File: src/l2h_pkg.sv
`timescale 1ns / 1ps
// shared types, constants and the mix step function for the lookup2 stream hash
// no dependencies

package l2h_pkg;

    localparam int unsigned WORD_W      = 32;
    localparam int unsigned BYTE_W      = 8;
    localparam int unsigned POS_W       = 4;
    localparam int unsigned BLOCK_BYTES = 12;
    localparam int unsigned MIX_STEPS   = 9;
    localparam int unsigned CFG_IDX_W   = 2;

    localparam logic [WORD_W-1:0] SEED_A_RESET = 32'h9E37_79B9;
    localparam logic [WORD_W-1:0] SEED_B_RESET = 32'h9E37_79B9;
    localparam logic [WORD_W-1:0] SEED_C_RESET = 32'h0000_0000;

    localparam logic [POS_W-1:0] LAST_POS = POS_W'(BLOCK_BYTES - 1);

    typedef logic [CFG_IDX_W-1:0] t_cfg_idx;
    localparam t_cfg_idx REG_SEED_A = 2'd0;
    localparam t_cfg_idx REG_SEED_B = 2'd1;
    localparam t_cfg_idx REG_SEED_C = 2'd2;

    typedef struct packed {
        logic [WORD_W-1:0] a;
        logic [WORD_W-1:0] b;
        logic [WORD_W-1:0] c;
    } t_words;

    // one item of work moving through the mix pipeline
    typedef struct packed {
        logic   valid;
        logic   last;
        t_words words;
    } t_mix_item;

    localparam int unsigned MIX_SHIFT [MIX_STEPS] = '{13, 8, 13, 12, 16, 5, 3, 10, 15};

    // one of the nine subtract/xor/shift steps; step is a constant at each use
    function automatic t_words mix_step(input t_words w, input int unsigned step);
        t_words r;
        r = w;
        case (step)
            0, 3, 6: begin
                r.a = w.a - w.b - w.c;
                r.a = r.a ^ (w.c >> MIX_SHIFT[step]);
            end
            1, 4, 7: begin
                r.b = w.b - w.c - w.a;
                r.b = r.b ^ (w.a << MIX_SHIFT[step]);
            end
            2, 5, 8: begin
                r.c = w.c - w.a - w.b;
                r.c = r.c ^ (w.b >> MIX_SHIFT[step]);
            end
            default: begin
                r = w;
            end
        endcase
        return r;
    endfunction

endpackage

File: src/l2h_mix_pipe.sv
`timescale 1ns / 1ps
// nine-stage mix pipeline, one subtract/xor/shift step per stage
// depends on l2h_pkg

module l2h_mix_pipe (
    input  logic                 i_clk,
    input  logic                 i_rst_n,
    input  l2h_pkg::t_mix_item   i_launch,
    output l2h_pkg::t_mix_item   o_done,
    output logic                 o_busy
);
    import l2h_pkg::*;

    t_mix_item r_stage [MIX_STEPS];
    t_mix_item w_in    [MIX_STEPS];

    for (genvar g = 0; g < MIX_STEPS; g++) begin : g_stage
        if (g == 0) begin : g_first
            assign w_in[g] = i_launch;
        end else begin : g_next
            assign w_in[g] = r_stage[g-1];
        end

        always_ff @(posedge i_clk) begin
            if (!i_rst_n) begin
                r_stage[g].valid <= 1'b0;
            end else begin
                r_stage[g].valid <= w_in[g].valid;
            end
            r_stage[g].last  <= w_in[g].last;
            r_stage[g].words <= mix_step(w_in[g].words, g);
        end
    end

    always_comb begin
        o_busy = 1'b0;
        for (int unsigned i = 0; i < MIX_STEPS; i++) begin
            o_busy = o_busy | r_stage[i].valid;
        end
    end

    assign o_done = r_stage[MIX_STEPS-1];

endmodule

File: src/l2h_absorb.sv
`timescale 1ns / 1ps
// input register, byte accumulation and mix launch for the lookup2 stream hash
// depends on l2h_pkg

module l2h_absorb (
    input  logic                          i_clk,
    input  logic                          i_rst_n,
    input  logic                          i_valid,
    output logic                          o_ready,
    input  logic                          i_mode,
    input  logic [l2h_pkg::BYTE_W-1:0]    i_data_byte,
    input  l2h_pkg::t_words               i_seeds,
    input  l2h_pkg::t_mix_item            i_done,
    input  logic                          i_pipe_busy,
    input  logic                          i_out_free,
    output l2h_pkg::t_mix_item            o_launch
);
    import l2h_pkg::*;

    logic              r_in_valid;
    logic              r_in_mode;
    logic [BYTE_W-1:0] r_in_byte;

    // base holds the last mixed words, delta the bytes added since then
    t_words            r_base;
    t_words            r_delta;
    t_words            n_delta;
    logic [POS_W-1:0]  r_pos;
    logic [POS_W-1:0]  n_pos;
    logic [WORD_W-1:0] r_count;
    t_mix_item         r_launch;
    t_mix_item         n_launch;

    logic              advance;
    logic [POS_W-1:0]  pos_eff;
    logic [1:0]        word_sel;
    logic [1:0]        lane;
    logic [WORD_W-1:0] add;
    logic [WORD_W-1:0] c_extra;

    // a finish item waits for an empty mix pipeline and a free result register
    assign advance = r_in_valid && (!r_in_mode || (!i_pipe_busy && i_out_free));
    assign o_ready = !r_in_valid || advance;

    always_comb begin
        pos_eff  = (r_pos > LAST_POS) ? '0 : r_pos;
        word_sel = pos_eff[3:2];
        lane     = pos_eff[1:0];
        add      = WORD_W'(r_in_byte) << {lane, 3'b000};
        c_extra  = r_in_mode ? r_count : add;

        n_delta  = r_delta;
        n_pos    = pos_eff + POS_W'(1);
        case (word_sel)
            2'd0:    n_delta.a = r_delta.a + add;
            2'd1:    n_delta.b = r_delta.b + add;
            default: n_delta.c = r_delta.c + add;
        endcase

        n_launch.valid   = advance && (r_in_mode || pos_eff == LAST_POS);
        n_launch.last    = r_in_mode;
        n_launch.words.a = r_base.a + r_delta.a;
        n_launch.words.b = r_base.b + r_delta.b;
        n_launch.words.c = r_base.c + r_delta.c + c_extra;
    end

    always_ff @(posedge i_clk) begin
        if (!i_rst_n) begin
            r_in_valid <= 1'b0;
        end else if (o_ready) begin
            r_in_valid <= i_valid;
        end
        if (o_ready) begin
            r_in_mode <= i_mode;
            r_in_byte <= i_data_byte;
        end
    end

    always_ff @(posedge i_clk) begin
        if (!i_rst_n) begin
            r_base         <= '{a: SEED_A_RESET, b: SEED_B_RESET, c: SEED_C_RESET};
            r_delta        <= '0;
            r_pos          <= '0;
            r_count        <= '0;
            r_launch.valid <= 1'b0;
        end else begin
            r_launch.valid <= n_launch.valid;
            if (i_done.valid && !i_done.last) begin
                r_base <= i_done.words;
            end
            if (advance) begin
                if (r_in_mode) begin
                    // message done: back to the seeded start state
                    r_base  <= i_seeds;
                    r_delta <= '0;
                    r_pos   <= '0;
                    r_count <= '0;
                end else if (pos_eff == LAST_POS) begin
                    r_delta <= '0;
                    r_pos   <= '0;
                    r_count <= r_count + WORD_W'(1);
                end else begin
                    r_delta <= n_delta;
                    r_pos   <= n_pos;
                    r_count <= r_count + WORD_W'(1);
                end
            end
        end
        r_launch.last  <= n_launch.last;
        r_launch.words <= n_launch.words;
    end

    assign o_launch = r_launch;

endmodule

File: src/lookup2_stream_hash.sv
`timescale 1ns / 1ps
// top level of the lookup2 stream hash: seed registers, result register
// depends on l2h_pkg, l2h_absorb, l2h_mix_pipe
//
// channel   direction  handshake            payload
// input     in         i_valid / o_ready    i_mode, i_data_byte
// result    out        o_valid / i_ready    o_hash_value
// config    in         i_cfg_we             i_cfg_index, i_cfg_data
//
// data bytes are taken one per cycle unless a finish item waits; a twelve-byte
// block mixes in the background in a nine-stage pipeline while the next block is
// added into a delta set. a finish item waits until the mix pipeline is empty and
// the result register is free; the hash passes the launch and mix registers.
// synchronous active-low reset loads the seed reset values and empties all stages.
// a stalled result holds only a waiting finish item, and the input behind it.

module lookup2_stream_hash (
    input  logic                             i_clk,
    input  logic                             i_rst_n,
    input  logic                             i_valid,
    output logic                             o_ready,
    input  logic                             i_mode,
    input  logic [l2h_pkg::BYTE_W-1:0]       i_data_byte,
    output logic                             o_valid,
    input  logic                             i_ready,
    output logic [l2h_pkg::WORD_W-1:0]       o_hash_value,
    input  logic                             i_cfg_we,
    input  l2h_pkg::t_cfg_idx                i_cfg_index,
    input  logic [l2h_pkg::WORD_W-1:0]       i_cfg_data
);
    import l2h_pkg::*;

    t_words            r_seeds;
    t_mix_item         launch;
    t_mix_item         done;
    logic              mix_busy;
    logic              pipe_busy;
    logic              out_free;
    logic              r_out_valid;
    logic [WORD_W-1:0] r_hash;

    always_ff @(posedge i_clk) begin
        if (!i_rst_n) begin
            r_seeds <= '{a: SEED_A_RESET, b: SEED_B_RESET, c: SEED_C_RESET};
        end else if (i_cfg_we) begin
            case (i_cfg_index)
                REG_SEED_A: r_seeds.a <= i_cfg_data;
                REG_SEED_B: r_seeds.b <= i_cfg_data;
                REG_SEED_C: r_seeds.c <= i_cfg_data;
                default:    r_seeds   <= r_seeds;
            endcase
        end
    end

    assign pipe_busy = launch.valid | mix_busy;
    assign out_free  = !r_out_valid || i_ready;

    l2h_absorb u_absorb (
        .i_clk       (i_clk),
        .i_rst_n     (i_rst_n),
        .i_valid     (i_valid),
        .o_ready     (o_ready),
        .i_mode      (i_mode),
        .i_data_byte (i_data_byte),
        .i_seeds     (r_seeds),
        .i_done      (done),
        .i_pipe_busy (pipe_busy),
        .i_out_free  (out_free),
        .o_launch    (launch)
    );

    l2h_mix_pipe u_mix (
        .i_clk    (i_clk),
        .i_rst_n  (i_rst_n),
        .i_launch (launch),
        .o_done   (done),
        .o_busy   (mix_busy)
    );

    always_ff @(posedge i_clk) begin
        if (!i_rst_n) begin
            r_out_valid <= 1'b0;
        end else if (done.valid && done.last) begin
            r_out_valid <= 1'b1;
        end else if (i_ready) begin
            r_out_valid <= 1'b0;
        end
        if (done.valid && done.last) begin
            r_hash <= done.words.c;
        end
    end

    assign o_valid      = r_out_valid;
    assign o_hash_value = r_hash;

endmodule

File: config.mk
export PLATFORM = sky130hd
export DESIGN_NAME = lookup2_stream_hash
export DESIGN_NICKNAME = d
export VERILOG_FILES = /design/src/l2h_pkg.sv /design/src/l2h_mix_pipe.sv /design/src/l2h_absorb.sv /design/src/lookup2_stream_hash.sv
export SDC_FILE = /design/constraint.sdc
export NUM_CORES = 2
export LEC_CHECK = 0
export ABC_AREA = 1
export BUFFER_PORTS_ARGS = -buffer_cell sky130_fd_sc_hd__buf_2
export CAP_MARGIN = 5
export CORE_UTILIZATION = 60
export CTS_BUF_LIST = sky130_fd_sc_hd__clkbuf_4
export CTS_CLUSTER_DIAMETER = 60
export CTS_CLUSTER_SIZE = 28
export DETAILED_ROUTE_END_ITERATION = 7
export PLACE_DENSITY = 0.78
export SLEW_MARGIN = 20
export SYNTH_ARGS = -nofsm -noshare
export SYNTH_HDL_FRONTEND = slang
export SYNTH_HIERARCHICAL = 1
export SYNTH_SLANG_ARGS = --single-unit
File: constraint.sdc
create_clock -name i_clk -period 4.1 [get_ports i_clk]
set_input_delay 1.025 -clock i_clk [delete_from_list [all_inputs] [get_ports i_clk]]
set_output_delay 1.025 -clock i_clk [all_outputs]
set_load 0.01 [all_outputs]
Word level (Yosys, flattened, before mapping)
Memories as Yosys holds them, arrays and structs flattened. Cells that the tools add are included.

Register bits after elaboration: 465. Memories: 1. Logic and storage cells: 135. Output and inout port bits: 34. Bits in writable memories: 882. Input port bits: 48.

Equal/unequal tests: 5. Order comparisons: 1. $add $sub $neg: 27. Shift-type cells: 1. Bitwise operators: 27. Multiplexer cells: 26. Reductions and logical operators: 26.

Memories: u_mix.r_stage (words 9, bits a word 98, read ports 9, clocked after memory_dff 0, write ports 9, RTL line l2h_mix_pipe.sv:14) `t_mix_item r_stage [MIX_STEPS];`.

Operators by type and width (number): 32-bit subtractor (18); 96-bit two-way mux (5); 32-bit adder (7); 32-bit two-way mux (5); 32-bit bitwise XOR (3); 32-bit by 19-bit bitwise XOR with 32-bit output (2); 32-bit by 1-bit adder with 32-bit output (second input constant) (1); 8-bit by 5-bit left shift with 32-bit output (1); 32-bit by 17-bit bitwise XOR with 32-bit output (1); 32-bit by 20-bit bitwise XOR with 32-bit output (1); 32-bit by 27-bit bitwise XOR with 32-bit output (1); 32-bit by 29-bit bitwise XOR with 32-bit output (1); 1-bit OR (18); 1-bit two-way mux (13); 4-bit two-way mux (3); 2-bit AND reduction (6); 3-bit nonzero test (2); 1-bit logical AND (5); 1-bit zero test (5); 4-bit by 1-bit adder with 4-bit output (second input constant) (1); 2-bit by 1-bit == test with 1-bit output (second input constant) (2); 4-bit == test (second input constant) (1); 4-bit greater-than comparator (second input constant) (1); 2-bit zero test (2); 5 further kinds (8).

Longest topological paths before layout
An unclocked memory read counts as a cell.

Depth in word-level cells: 15. Depth in mapped cells: 23. Depth with buffers taken out: 21.

Hierarchy
Netlist, hierarchy kept.

By module, submodules not included: l2h_mix_pipe (cells each 6436, times used 1, sequential area each 17656.9 µm², area an instance 48686.7 µm²); l2h_absorb (cells each 3760, times used 1, sequential area each 6816.5 µm², area an instance 24442.2 µm²); lookup2_stream_hash (cells each 580, times used 1, sequential area each 2902.8 µm², area an instance 4805.9 µm²).

Worst setup path before layout
OpenSTA, ideal clock, no wires.

Kind: register to register. Start point: register u_absorb.r_pos[2]. End point: register u_absorb.r_launch (netlist bit u_absorb/o_launch[31]). Data arrival time: 3.481 ns. Setup slack: 0.548 ns. Setup time: 0.072 ns. Cell stages (with the launch flop): 22. Data required time: 4.028 ns. Path buffers: 2. Period minus slack after synthesis: 3.552 ns. Cells stage by stage: dfxtp_1 ha_1 inv_2 nand2_4 buf_4 buf_4 nor2_1 inv_1 nor2_1 nand2_1 o21ai_0 fa_1 ha_1 nand2_1 nor4_1 nand4_1 nand3_1 nand3_1 nand2_1 nand2_1 nand2_1 xor2_1.

RTL lines: start, declared (RTL line l2h_absorb.sv:28) `logic [POS_W-1:0] r_pos;`; start signal, assigned (RTL line l2h_absorb.sv:104) `r_pos <= n_pos;`; end, declared (RTL line l2h_absorb.sv:31) `t_mix_item r_launch;`.

==> out/results.txt <==
Initial DRC count -> 8074
Synth Net Count -> 11577
WHS Path Cells -> 3
I/O Buffers -> 81
Die X -> 362 um
ANT nets after route -> 0
Status -> finished with violations
GP Congestion -> 1.08
Clock transition at path regs -> 0.24 ns
Critical-path top delay cell -> dfxtp_1
Reg2Reg Setup Slack -> 0.25 ns
Fin nets -> 11727
Placed Instances -> 12522
Area of the die -> 131000 um^2
Pin count of the biggest net entering global routing -> 113
RSZ-0062 raised after global routing -> false
GRT Residual Overflow -> 0
Actual slew at the worst max-slew pin -> 1.11 ns
Crit path max fanout -> 11
Fmax achieved -> 0.255 GHz
Io pins -> 82
Ratio of cells with drive above 1 in the final layout -> 0.0480
Final-report hold violation count -> 0
Core Area -> 128000 um^2
Netlist Area Pre-Place -> 77900 um^2
Most common cell after layout, fill and taps aside -> nand2_1
Initial Utilization -> 0.608
Commonest cells after routing, fill and taps aside -> 3147 x nand2_1, 2141 x inv_1, 1305 x dfxtp_1
Max cap viols -> 0
R2r startpoint -> u_absorb/r_pos[3]
CTS H-Tree Depth -> 3
Total Routing Usage GR -> 0.412
Syn Inst Count -> 10776
WL final -> 276000 um
Row Count -> 131
Min-delay src -> i_cfg_data[16]
Setup TNS -> 0 ns
Fin crit share -> 0.955
Main flop type after synthesis -> dfxtp_1
Sequential fraction of the synthesis area -> 0.351
Residual DRC -> 28
RR Endpoint -> u_absorb/o_launch[24]
Footprint of the multi-input gates -> 41900 um^2
Die Span Y -> 362 um
Initial antenna violation count -> 21
Largest stage delay on the critical path -> 0.36 ns
CP required -> 3.07 ns
FF+latch count, synth -> 1347
Synth top area share -> 0.335
Ys Warns -> 6
Clock sinks -> 1347
Yosys top cell by area -> dfxtp_1
Worst Hold Class -> input port to register
First drt pass iteration count -> 8
Worst path arrival time -> 2.89 ns
Via density -> 5.54
Startpoint Class -> register
Worst-path cell chain -> nor4_1 > nand3_1 > or2_2 > nor2_2 > nor2_1 > nand2_4 > buf_2
Clk Latency, worst-skew pair -> 1.24 ns
Crit. path cell count -> 7
EDFF count, synth -> 41
Failing checks -> DRC
Synth async-reset ratio -> 0
DP HPWL -> 225000 um
CTS Buf Count -> 108
Final-layout fill cell count -> 11329
Delay-heaviest family, CP -> simple AND/OR/NAND/NOR gates
CTS tree -> yes
Clock skew after layout -> 0.152 ns
CTS Buffer Depth -> 3
R2R cell count -> 17
Crit path buf inv count -> 1
Area delta synth->final -> 6.97%
Hold endpoint -> r_seeds[16]
CP Capture Type -> output port
Final worst path period need -> 3.92 ns
Slew Limit Fails -> 0
Avg Inst Size Synth -> 7.23 um^2
Final setup violation count -> 0
Vias in the first global route -> 65920
Reg area -> 27400 um^2
DR vias -> 70711
Synth area leaders -> dfxtp_1 34%, nand2_1 15%, inv_1 10%, fa_1 7.9%, ha_1 7.2%
Critical path class -> register to output port
Finished Layout Cells -> 12761
CTS root buffer -> clkbuf_4
First-pass GRT wire length -> 403000 um
Post-DR wirelength/cell -> 21.7 um
Unique masters post-synth -> 58
Headroom to the max-slew limit -> 0.257
[through the flow]
step	util	instance area (um^2)	worst slack (ns)	hold WS (ns)
2_1_floorplan	-	77900	0.548	0.310
3_3_place_gp	0.629	80700	0.254	0.310
3_5_place_dp	0.629	80700	0.219	0.312
4_1_cts	0.650	83300	0.0476	0.00221
5_1_grt	0.650	83400	0.00530	0.00852
6_report	0.650	83400	0.183	0.102
[layout make-up]
type                    instances  share of cell area
diodes                         10            0.000300
clock buffers                 110             0.00991
clock inverters                96              0.0193
inverters                    2154              0.0971
multi-input cells            7117               0.502
flip-flops and latches       1347               0.328
well taps                    1729              0.0259
repair buffers                198              0.0171
[logic make-up (layout without fill, tap and decap cells)]
| logic type | after synthesis | count (layout) | synth area share |
|---|---|---|---|
| XOR/XNOR | 460 | 460 | 0.0517 |
| AO/OA/AOI/OAI | 1057 | 1057 | 0.0783 |
| other | 0 | 10 | 0 |
| flip-flops | 1347 | 1347 | 0.351 |
| adder cells (fa/ha/maj) | 753 | 753 | 0.150 |
| buffers and inverters | 2312 | 2558 | 0.113 |
| AND/OR/NAND/NOR | 4847 | 4847 | 0.256 |
[worst register-to-register path, delay by kind of cell, from the launching register on]
| kind | cells | cell delay [ns] |
|---|---|---|
| adder cells (fa/ha/maj) | 3 | 0.99 |
| XOR/XNOR | 1 | 0.15 |
| AND/OR/NAND/NOR | 5 | 0.63 |
| AO/OA/AOI/OAI | 6 | 1.43 |
| buffers and inverters | 2 | 0.14 |
| flip-flops | 1 | 0.44 |
[how the worst max path moves through the flow]
stage / startpoint / to / slack [ns]
final: u_mix/r_stage[2][97] / o_ready / 0.18
after global routing: u_mix/r_stage[2][97] / o_ready / 0.005
after CTS: u_mix/r_stage[2][97] / o_ready / 0.05
after detailed placement: u_absorb/r_pos[3] / u_absorb/o_launch[27] / 0.22
after global placement: u_absorb/r_pos[2] / u_absorb/o_launch[31] / 0.25
after floorplan: u_absorb/r_pos[2] / u_absorb/o_launch[31] / 0.55
[Yosys cell counts, types with 6 or more instances]
library cell / number
nand2_1: 3150
inv_1: 2142
dfxtp_1: 1306
nor2_1: 810
a21oi_1: 601
nand3_1: 513
ha_1: 446
fa_1: 307
xor2_1: 295
o21ai_0: 170
xnor2_1: 165
nand4_1: 110
clkbuf_1: 101
nor3_1: 79
a311oi_1: 56
o31ai_1: 43
edfxtp_1: 41
o21bai_1: 40
nand3b_1: 37
buf_2: 35
nand2_2: 35
nand3_2: 30
a21boi_0: 27
a21o_1: 24
o21a_1: 23
or2_2: 18
a31oi_1: 16
nor4_1: 16
nor2_2: 15
and2_1: 12
o211ai_1: 12
buf_1: 11
a21boi_1: 10
inv_2: 10
o21ai_1: 10
o311ai_0: 7
buf_4: 6
nor2_4: 6
[routing by layer]
layer  part of all wire  up-vias  wire (um)  GRT usage
li1                   -    33432          -          -
met4              0.061       26      16800      0.210
met2               0.41     3633     114000      0.607
met3               0.12      870      33800      0.128
met5            0.00075        -        206          0
met1               0.41    32750     112000      0.541
[flip-flops by register name, indices dropped and copies added, names as in the netlist]
signal               count
o_hash_value            32
o_valid                  1
r_seeds                 96
u_absorb/o_launch       98
u_absorb/r_base         96
u_absorb/r_count        32
u_absorb/r_delta        96
u_absorb/r_in_byte       8
u_absorb/r_in_mode       1
u_absorb/r_in_valid      1
u_absorb/r_pos           4
u_mix/r_stage          882
[what timing repair did]
| action | in CTS | in global routing |
|---|---|---|
| resized for setup | 2 | 5 |
| endpoints found under the hold margin | 20 | 0 |
| endpoints found under the setup margin | 1 | 8 |
| pin swaps | 0 | 1 |
| hold buffers | 20 | 0 |
| buffers inserted | 0 | 3 |
Power is not shown: default switching activity piles up to over one toggle a cycle in this logic, so the estimate is an artifact.
